<file path="src/csb_pkg.sv">
// Shared types, constants and address helpers for the cartridge bank mapper.
package csb_pkg;

	localparam int PRG_ADDR_BITS = 19;
	localparam int CHR_ADDR_BITS = 18;
	localparam int MEM_ADDR_W    = 19;
	localparam int CNT_W         = 6;
	localparam int APB_ADDR_W    = 3;
	localparam int APB_DATA_W    = 32;

	localparam logic [CNT_W-1:0] PRG_COUNT_RESET = 6'd32;
	localparam logic [CNT_W-1:0] CHR_COUNT_RESET = 6'd0;

	// Register index, taken from paddr[2].
	localparam logic REG_PRG_COUNT = 1'b0;
	localparam logic REG_CHR_COUNT = 1'b1;

	typedef enum logic [1:0] {
		OP_CPU_WRITE = 2'd0,
		OP_CPU_READ  = 2'd1,
		OP_PPU_READ  = 2'd2,
		OP_IRQ_TICK  = 2'd3
	} op_t;

	typedef enum logic [2:0] {
		TGT_NONE      = 3'd0,
		TGT_PRG_ROM   = 3'd1,
		TGT_RAM_READ  = 3'd2,
		TGT_RAM_WRITE = 3'd3,
		TGT_CHR_ROM   = 3'd4,
		TGT_CHR_RAM   = 3'd5,
		TGT_OPEN_BUS  = 3'd6
	} tgt_t;

	// Mapper register regions above 0x8000, from address bits 14..13.
	localparam logic [1:0] RGN_BANK = 2'd0;
	localparam logic [1:0] RGN_MIRR = 2'd1;
	localparam logic [1:0] RGN_IRQL = 2'd2;
	localparam logic [1:0] RGN_IRQE = 2'd3;

	// Address bits 15..13 of the program RAM window at 0x6000.
	localparam logic [2:0] RAM_WINDOW = 3'b011;

	typedef struct packed {
		logic [CNT_W-1:0] prg_count;
		logic [CNT_W-1:0] chr_count;
	} cfg_t;

	typedef struct packed {
		logic [7:0][7:0] bank_regs;
		logic [2:0]      bank_select;
		logic            prg_swap_c000;
		logic            chr_invert;
		logic            mirroring;
		logic            ram_enable;
		logic [7:0]      irq_latch;
		logic [7:0]      irq_count;
		logic            irq_reload;
		logic            irq_enable;
		logic            irq_line;
	} map_state_t;

	typedef struct packed {
		tgt_t                  tgt;
		logic [MEM_ADDR_W-1:0] maddr;
		logic [7:0]            wval;
	} xlate_res_t;

	// Program ROM address of an 8 KB bank and offset, wrapped to PRG_ADDR_BITS.
	function automatic logic [MEM_ADDR_W-1:0] prg_addr(input logic [7:0] bank,
		input logic [12:0] off);
		logic [20:0] full;
		full = {bank, off} & 21'((64'd1 << PRG_ADDR_BITS) - 64'd1);
		return full[MEM_ADDR_W-1:0];
	endfunction

	// Pattern ROM address of a 1 KB bank plus an offset below 2 KB.
	function automatic logic [MEM_ADDR_W-1:0] chr_addr(input logic [7:0] bank,
		input logic [10:0] off);
		logic [18:0] full;
		full = ({1'b0, bank, 10'd0} + {8'd0, off})
			& 19'((64'd1 << CHR_ADDR_BITS) - 64'd1);
		return full[MEM_ADDR_W-1:0];
	endfunction

endpackage

</file>
<file path="src/csb_cfg.sv">
// Configuration register file behind the APB-style port.
module csb_cfg
	import csb_pkg::*;
(
	input  logic                  clk,
	input  logic                  arst_n,
	input  logic                  psel,
	input  logic                  penable,
	input  logic                  pwrite,
	input  logic [APB_ADDR_W-1:0] paddr,
	input  logic [APB_DATA_W-1:0] pwdata,
	output logic [APB_DATA_W-1:0] prdata,
	output cfg_t                  cfg
);

	cfg_t cfg_q;
	logic wr_en;

	assign wr_en = psel & penable & pwrite;

	always_ff @(posedge clk or negedge arst_n) begin
		if (!arst_n) begin
			cfg_q.prg_count <= PRG_COUNT_RESET;
			cfg_q.chr_count <= CHR_COUNT_RESET;
		end else if (wr_en) begin
			case (paddr[2])
				REG_PRG_COUNT: cfg_q.prg_count <= pwdata[CNT_W-1:0];
				REG_CHR_COUNT: cfg_q.chr_count <= pwdata[CNT_W-1:0];
				default: ;
			endcase
		end
	end

	always_comb begin
		case (paddr[2])
			REG_PRG_COUNT: prdata = {{(APB_DATA_W-CNT_W){1'b0}}, cfg_q.prg_count};
			REG_CHR_COUNT: prdata = {{(APB_DATA_W-CNT_W){1'b0}}, cfg_q.chr_count};
			default:       prdata = '0;
		endcase
	end

	assign cfg = cfg_q;

endmodule

</file>
<file path="src/csb_ctrl.sv">
// Mapper control registers and the scanline interrupt counter.
module csb_ctrl
	import csb_pkg::*;
(
	input  logic       clk,
	input  logic       arst_n,
	input  logic       accept,
	input  op_t        op,
	input  logic [15:0] addr,
	input  logic [7:0] data,
	output map_state_t state,
	output map_state_t state_nxt
);

	map_state_t st_q;
	map_state_t nxt;
	logic [7:0] bank_val;
	logic [7:0] cnt_dec;

	always_comb begin
		nxt      = st_q;
		bank_val = data;
		cnt_dec  = st_q.irq_count - 8'd1;
		if (st_q.bank_select <= 3'd1) begin
			bank_val = data & 8'hFE;
		end else if (st_q.bank_select >= 3'd6) begin
			bank_val = data & 8'h3F;
		end
		case (op)
			OP_CPU_WRITE: begin
				if (addr[15]) begin
					case (addr[14:13])
						RGN_BANK: begin
							if (!addr[0]) begin
								nxt.bank_select   = data[2:0];
								nxt.prg_swap_c000 = data[6];
								nxt.chr_invert    = data[7];
							end else begin
								nxt.bank_regs[st_q.bank_select] = bank_val;
							end
						end
						RGN_MIRR: begin
							if (!addr[0]) begin
								nxt.mirroring = data[0];
							end else begin
								nxt.ram_enable = data[7];
							end
						end
						RGN_IRQL: begin
							if (!addr[0]) begin
								nxt.irq_latch = data;
							end else begin
								nxt.irq_reload = 1'b1;
							end
						end
						default: begin
							nxt.irq_enable = addr[0];
							if (!addr[0]) begin
								nxt.irq_line = 1'b0;
							end
						end
					endcase
				end
			end
			OP_IRQ_TICK: begin
				if (!st_q.irq_enable) begin
					nxt.irq_line = 1'b0;
				end
				// A pending reload or an empty counter reloads instead of counting.
				if (st_q.irq_count == 8'd0 || st_q.irq_reload) begin
					nxt.irq_count  = st_q.irq_latch;
					nxt.irq_reload = 1'b0;
				end else begin
					nxt.irq_count = cnt_dec;
					if (cnt_dec == 8'd0 && st_q.irq_enable) begin
						nxt.irq_line = 1'b1;
					end
				end
			end
			default: ;
		endcase
	end

	always_ff @(posedge clk or negedge arst_n) begin
		if (!arst_n) begin
			st_q <= '0;
		end else if (accept) begin
			st_q <= nxt;
		end
	end

	assign state     = st_q;
	assign state_nxt = nxt;

endmodule

</file>
<file path="src/csb_xlate.sv">
// Address translation: picks the target memory and the address within it.
module csb_xlate
	import csb_pkg::*;
(
	input  op_t         op,
	input  logic [15:0] addr,
	input  logic [7:0]  data,
	input  map_state_t  state,
	input  cfg_t        cfg,
	output xlate_res_t  res
);

	logic [CNT_W-1:0] last2;
	logic [CNT_W-1:0] last1;
	logic [7:0]       prg_bank;
	logic [2:0]       slot;
	logic [2:0]       reg_idx;
	logic [10:0]      chr_off;
	logic             in_ram;

	assign last2  = {cfg.prg_count[CNT_W-2:0], 1'b0} - 6'd2;
	assign last1  = {cfg.prg_count[CNT_W-2:0], 1'b0} - 6'd1;
	assign in_ram = (addr[15:13] == RAM_WINDOW);

	always_comb begin
		case (addr[14:13])
			2'd0:    prg_bank = state.prg_swap_c000 ? {2'b00, last2} : state.bank_regs[6];
			2'd1:    prg_bank = state.bank_regs[7];
			2'd2:    prg_bank = state.prg_swap_c000 ? state.bank_regs[6] : {2'b00, last2};
			default: prg_bank = {2'b00, last1};
		endcase
	end

	// Inversion swaps the 2 KB half and the 1 KB half of pattern space.
	always_comb begin
		slot = addr[12:10] ^ {state.chr_invert, 2'b00};
		if (!slot[2]) begin
			reg_idx = {2'b00, slot[1]};
			chr_off = {slot[0], addr[9:0]};
		end else begin
			reg_idx = slot - 3'd2;
			chr_off = {1'b0, addr[9:0]};
		end
	end

	always_comb begin
		res.tgt   = TGT_NONE;
		res.maddr = '0;
		res.wval  = '0;
		case (op)
			OP_CPU_WRITE: begin
				if (in_ram && state.ram_enable) begin
					res.tgt   = TGT_RAM_WRITE;
					res.maddr = {6'd0, addr[12:0]};
					res.wval  = data;
				end
			end
			OP_CPU_READ: begin
				if (in_ram) begin
					if (state.ram_enable) begin
						res.tgt   = TGT_RAM_READ;
						res.maddr = {6'd0, addr[12:0]};
					end else begin
						res.tgt = TGT_OPEN_BUS;
					end
				end else if (addr[15]) begin
					res.tgt   = TGT_PRG_ROM;
					res.maddr = prg_addr(prg_bank, addr[12:0]);
				end
			end
			OP_PPU_READ: begin
				if (addr[15:13] == 3'd0) begin
					if (cfg.chr_count != '0) begin
						res.tgt   = TGT_CHR_ROM;
						res.maddr = chr_addr(state.bank_regs[reg_idx], chr_off);
					end else begin
						res.tgt   = TGT_CHR_RAM;
						res.maddr = {6'd0, addr[12:0]};
					end
				end
			end
			default: ;
		endcase
	end

endmodule

</file>
<file path="src/cartridge_bank_switch_irq_unit.sv">
// A result is registered and valid in the cycle after its input beat is accepted.
// Throughput: one beat per cycle while results are taken; translation and state update are
// combinational between the input handshake and the result register.
// A single result register decouples the sides; a new beat is taken while it drains.
// Reset: arst_n clears mapper state, the interrupt counter and the result valid;
// the bank counts return to 32 program banks and pattern RAM.
module cartridge_bank_switch_irq_unit
	import csb_pkg::*;
(
	input  logic                  clk,
	input  logic                  arst_n,
	input  logic                  in_valid,
	output logic                  in_ready,
	input  logic [1:0]            operation,
	input  logic [15:0]           bus_address,
	input  logic [7:0]            write_value,
	output logic                  out_valid,
	input  logic                  out_ready,
	output logic [2:0]            target,
	output logic [MEM_ADDR_W-1:0] mem_address,
	output logic [7:0]            ram_write_value,
	output logic                  irq_asserted,
	output logic                  mirror_horizontal,
	input  logic                  psel,
	input  logic                  penable,
	input  logic                  pwrite,
	input  logic [APB_ADDR_W-1:0] paddr,
	input  logic [APB_DATA_W-1:0] pwdata,
	output logic [APB_DATA_W-1:0] prdata,
	output logic                  pready
);

	cfg_t       cfg;
	map_state_t state;
	map_state_t state_nxt;
	xlate_res_t res;
	op_t        op;
	logic       accept;

	logic                  out_valid_q;
	tgt_t                  target_q;
	logic [MEM_ADDR_W-1:0] mem_address_q;
	logic [7:0]            ram_write_value_q;
	logic                  irq_q;
	logic                  mirror_q;

	assign op       = op_t'(operation);
	assign in_ready = !out_valid_q || out_ready;
	assign accept   = in_valid && in_ready;
	assign pready   = 1'b1;

	csb_cfg u_cfg (
		.clk     (clk),
		.arst_n  (arst_n),
		.psel    (psel),
		.penable (penable),
		.pwrite  (pwrite),
		.paddr   (paddr),
		.pwdata  (pwdata),
		.prdata  (prdata),
		.cfg     (cfg)
	);

	csb_ctrl u_ctrl (
		.clk       (clk),
		.arst_n    (arst_n),
		.accept    (accept),
		.op        (op),
		.addr      (bus_address),
		.data      (write_value),
		.state     (state),
		.state_nxt (state_nxt)
	);

	csb_xlate u_xlate (
		.op    (op),
		.addr  (bus_address),
		.data  (write_value),
		.state (state),
		.cfg   (cfg),
		.res   (res)
	);

	always_ff @(posedge clk or negedge arst_n) begin
		if (!arst_n) begin
			out_valid_q <= 1'b0;
		end else if (in_ready) begin
			out_valid_q <= in_valid;
		end
	end

	// The interrupt line and mirroring are reported as they stand after the beat.
	always_ff @(posedge clk) begin
		if (accept) begin
			target_q          <= res.tgt;
			mem_address_q     <= res.maddr;
			ram_write_value_q <= res.wval;
			irq_q             <= state_nxt.irq_line;
			mirror_q          <= state_nxt.mirroring;
		end
	end

	assign out_valid         = out_valid_q;
	assign target            = target_q;
	assign mem_address       = mem_address_q;
	assign ram_write_value   = ram_write_value_q;
	assign irq_asserted      = irq_q;
	assign mirror_horizontal = mirror_q;

endmodule

</file>
<file path="config.mk">
export PLATFORM = sky130hd
export DESIGN_NAME = cartridge_bank_switch_irq_unit
export DESIGN_NICKNAME = d
export VERILOG_FILES = /design/src/csb_pkg.sv /design/src/csb_cfg.sv /design/src/csb_ctrl.sv /design/src/csb_xlate.sv /design/src/cartridge_bank_switch_irq_unit.sv
export SDC_FILE = /design/constraint.sdc
export NUM_CORES = 1
export LEC_CHECK = 0
export BUFFER_PORTS_ARGS = -buffer_cell sky130_fd_sc_hd__buf_4
export CAP_MARGIN = 20
export CORE_ASPECT_RATIO = 1.25
export CORE_MARGIN = 8
export CORE_UTILIZATION = 31
export CTS_BUF_LIST = sky130_fd_sc_hd__clkbuf_4
export DETAILED_ROUTE_END_ITERATION = 6
export GPL_TIMING_DRIVEN = 0
export MAX_ROUTING_LAYER = met4
export SLEW_MARGIN = 10
export SYNTH_ARGS = -nofsm -noshare
export SYNTH_HDL_FRONTEND = slang
export SYNTH_HIERARCHICAL = 1
export SYNTH_SLANG_ARGS = --single-unit
</file>
<file path="constraint.sdc">
create_clock -name clk -period 3.7 [get_ports clk]
set_input_delay 0.925 -clock clk [delete_from_list [all_inputs] [get_ports clk]]
set_output_delay 0.925 -clock clk [all_outputs]
set_load 0.02 [all_outputs]
</file>
## Word-level counts from Yosys, hierarchy flattened

Cells that the tools add are included.

- Multiplexer cells: 40
- $lt $le $gt $ge: 5
- Equal/unequal tests: 10
- Bitwise operators: 6
- Add/subtract/negate cells: 5
- Reduce and logical (&&, ||, !) cells: 25

Operators by type and width:

| kind | number |
|---|---|
| 22-bit case mux with 3 select lines | 1 |
| 64-bit bitwise mux | 1 |
| 32-bit case mux with 2 select lines | 1 |
| 8-bit two-way mux | 7 |
| 22-bit two-way mux | 2 |
| 20-bit two-way mux | 2 |
| 29-bit two-way mux | 1 |
| 8-bit binary-select mux with 3-bit select | 1 |
| 8-bit demux with 3-bit select | 1 |
| 10-bit two-way mux | 2 |
| 5-bit AND reduction | 4 |
| 18-bit by 11-bit adder with 18-bit output | 1 |
| 6-bit case mux with 3 select lines | 1 |
| 8-bit logical NOT | 2 |
| 13-bit two-way mux | 1 |
| 6-bit two-way mux | 2 |
| 11-bit two-way mux | 1 |
| 1-bit two-way mux | 9 |
| 3-bit two-way mux | 3 |
| 3-bit by 4-bit < comparator with 1-bit output (second input constant) | 2 |
| 2-bit AND reduction | 4 |
| 8-bit by 1-bit subtractor with 8-bit output (second input constant) | 1 |
| 2-bit == test (second input constant) | 3 |
| 2-bit != test (second input constant) | 3 |
| 24 further kinds | 35 |

- Register bits after elaboration: 135
- Output and inout port bits: 67
- Bits of input ports: 68

## Logic depth before layout (Yosys ltp)

- Depth in word-level cells: 9
- Depth in mapped cells: 13
- Mapped depth without buffers: 12

## Hierarchy

The synthesis kept the hierarchy.

By module, submodules not included:

| module | area each (um^2) | times used | cells each |
|---|---|---|---|
| csb_ctrl | 4912.2 | 1 | 431 |
| csb_xlate | 1275.0 | 1 | 175 |
| cartridge_bank_switch_irq_unit | 1026.0 | 1 | 38 |
| csb_cfg | 750.7 | 1 | 60 |

## Least setup slack after synthesis

Ideal clock, no wire load.

- Path kind: input port to flip-flop
- Start: in bus_address[12]
- End: reg mem_address_q[12] (netlist: mem_address[12]) (data pin)
- Setup time: 0.257 ns
- Arrival time: 2.740 ns
- Buffers on the path: 1
- Cell stages on the path: 11
- Required time: 3.443 ns
- Path slack: 0.703 ns
- Cells stage by stage: xor2_2 > buf_4 > nand2_1 > o221ai_1 > o21ai_0 > nand2_1 > o31ai_1 > ha_1 > ha_1 > or2_0 > a32o_1

RTL lines:

| what | RTL line | source |
|---|---|---|
| start: declaration | cartridge_bank_switch_irq_unit.sv:15 | `input logic [15:0] bus_address,` |
| end signal: assignment | cartridge_bank_switch_irq_unit.sv:96 | `mem_address_q <= res.maddr;` |
| end: declaration | cartridge_bank_switch_irq_unit.sv:42 | `logic [MEM_ADDR_W-1:0] mem_address_q;` |

==> metrics.md <==
| Metric | Value |
|---|---|
| Gr usage total | 0.125 |
| Io pins | 135 |
| TritonCTS buffer count | 17 |
| Mean Syn Cell Area | between 10 and 15 sq um |
| Final WL | 16.2 mm |
| DIE WIDTH | 149 microns |
| Post-DP HPWL | 11.9 mm |
| H-tree levels | 4 |
| Hold buffers post-CTS | 0 |
| Share of layout cells above drive strength 1 | 0.393 |
| Syn Inst Count | between 500 and 600 |
| Post-DR wirelength/cell | 16.5 microns |
| Placer congestion estimate | between 0.8 and 0.9 |
| Worst VDD drop | 0.172 mV |
| Antenna-violating nets left | 0 |
| Largest net degree at the start of global routing | 100 |
| RSZ-0062 raised after global routing | false |
| Final Hold Fails | 0 |
| Fmax | 339 MHz |
| Via count | 4587 |
| Worst Tran Pin Value | between 0.9 and 1 ns |
| Post-route cell area | about 0.0082 sq mm |
| CP Launch Type | primary input |
| # clock sinks | between 100 and 150 |
| Slew HR | 0.377 |
| Status | completed |
| Post-synthesis cell area | about 0.0068 sq mm |
| CTS Buffer Depth | 2 |
| CTS Root Cell | clkbuf_4 |
| Reg-to-reg startpoint | u_ctrl/state[21] |
| Vias in the first global route | 4707 |
| First-pass iteration count of the detailed router | 4 |
| Nets@finish | 762 |
| Final min period | 2.95 ns |
| Hold Crit Class | primary input to asynchronous set/reset pin |
| Crit path arrival time | around 3.2 ns |
| IO Port Bufs | 77 |
| Commonest non-fill, non-tap cells in the layout | buf_4, mux2_2, dfrtp_1, edfxtp_1, nand2_1 |
| Worst-path fanout max | 10 |
| Most common cell after layout, fill and taps aside | buf_4 |
| Initial antenna violation count | 1 |
| Worst Skew | roughly 0.024 ns |
| Fillers | 2114 |
| Core ar. | 0.0215 sq mm |
| CTS tree | built |
| Power per Cell Area | 435 mW/mm^2 |
| Critical Path Sink Type | flip-flop |
| Period utilization | 0.797 |
| Fin. max-slew vios | 0 |
| Row count | 60 |
| Final worst setup slack | approximately 0.75 ns |
| Starting DRC count in detailed routing | 219 |
| First-pass GRT wire length | 26.0 mm |
| Post-cts resize count | 0 |
| Kind of critical path | primary input to flip-flop |
| Final setup fails | 0 |
| Crit path from | bus_address[12] |
| Clock Latency Late Sink | 0.52 ns |
| Synth warn | 6 |
| Clock-pin slew on the worst setup and hold paths | 0.13 ns |
| Placed cell area | 0.00785 sq mm |
| Required @ worst endpoint | 3.97 ns |
| MaxCap Viol Count | 0 |
| Setup TNS | 0 ns |
| DIE AREA | 0.0271 sq mm |
| Drt drc | 0 |
| Pre-CTS WS | ~0.22 ns |
| Post-CTS Setup Inserts | 0 |
| Area growth syn-to-layout | 19.5% |
| Gr ovfl total | 0 |
| Routed vias/inst | 4.68 |
| Starting Density | 0.317 |
| P_leak | around 3.7 nW |
| Die Ht | between 150 and 200 microns |
[where the power goes]
part | internal (mW) | switching [mW] | total, mW
Clock | 0.495 | 0.541 | 1.04
Sequential | 1.61 | 0.0954 | 1.71
Combinational | 0.373 | 0.432 | 0.805
[per-stage QoR]
stage	util	power, mW	hold slack, ns	instances
floorplan	-	2.29	0.454	591
global placement	0.364	2.54	0.472	947
detailed placement	0.364	2.55	0.474	947
CTS	0.379	3.60	0.503	979
global route	0.379	3.76	0.511	980
finish	0.379	3.55	0.478	980
[area by class of cell]
| class | instances | area (sq um) | share of cell area |
|---|---|---|---|
| Antenna cell | 1 | 2.50 | 0.000307 |
| Buffer | 58 | 360 | 0.0442 |
| Clock buffer | 20 | 150 | 0.0184 |
| Clock inverter | 12 | 156 | 0.0192 |
| Inverter | 15 | 56.3 | 0.00690 |
| Multi-Input combinational cell | 387 | 3070 | 0.376 |
| Sequential cell | 131 | 3440 | 0.421 |
| Tap cell | 279 | 349 | 0.0428 |
| Timing Repair Buffer | 77 | 582 | 0.0713 |
[critical path, stage by stage]
cell      delay (ns)
buf_4           0.14
xor2_2          0.39
buf_4           0.26
nand2_1         0.08
o221ai_1        0.15
o21ai_0         0.10
nand2_1         0.08
o31ai_1         0.07
ha_1            0.28
ha_1            0.22
or2_0           0.22
a32o_1          0.30
[registers in the layout, indices dropped and copies added, names as in the netlist]
name               cells
mirror_horizontal      1
target                 3
irq_asserted           1
u_ctrl/state          86
out_valid              1
ram_write_value        8
mem_address           19
u_cfg/cfg             12
[final timing paths]
path / endpoint / slack, ns / cells past startpoint
max in group asynchronous: u_ctrl/state[55] / 2.56 / 1
hold reg to reg: u_ctrl/state[26] / 0.50 / 1
setup reg to reg: mem_address[12] / 0.81 / 11
hold / removal: u_ctrl/state[20] / 0.48 / 1
setup / recovery: mem_address[12] / 0.75 / 12
min in group clk: u_ctrl/state[26] / 0.50 / 1
[routing by layer]
layer | vias to the layer above | wire length, microns | GRT usage
met1 | 2241 | 7030 | 0.143
met5 | - | 0 | -
met3 | 13 | 1040 | 0.0403
met4 | 0 | 166 | 0.0332
met2 | 117 | 7930 | 0.207
li1 | 2216 | - | -
(Power assumes the default switching activity.)
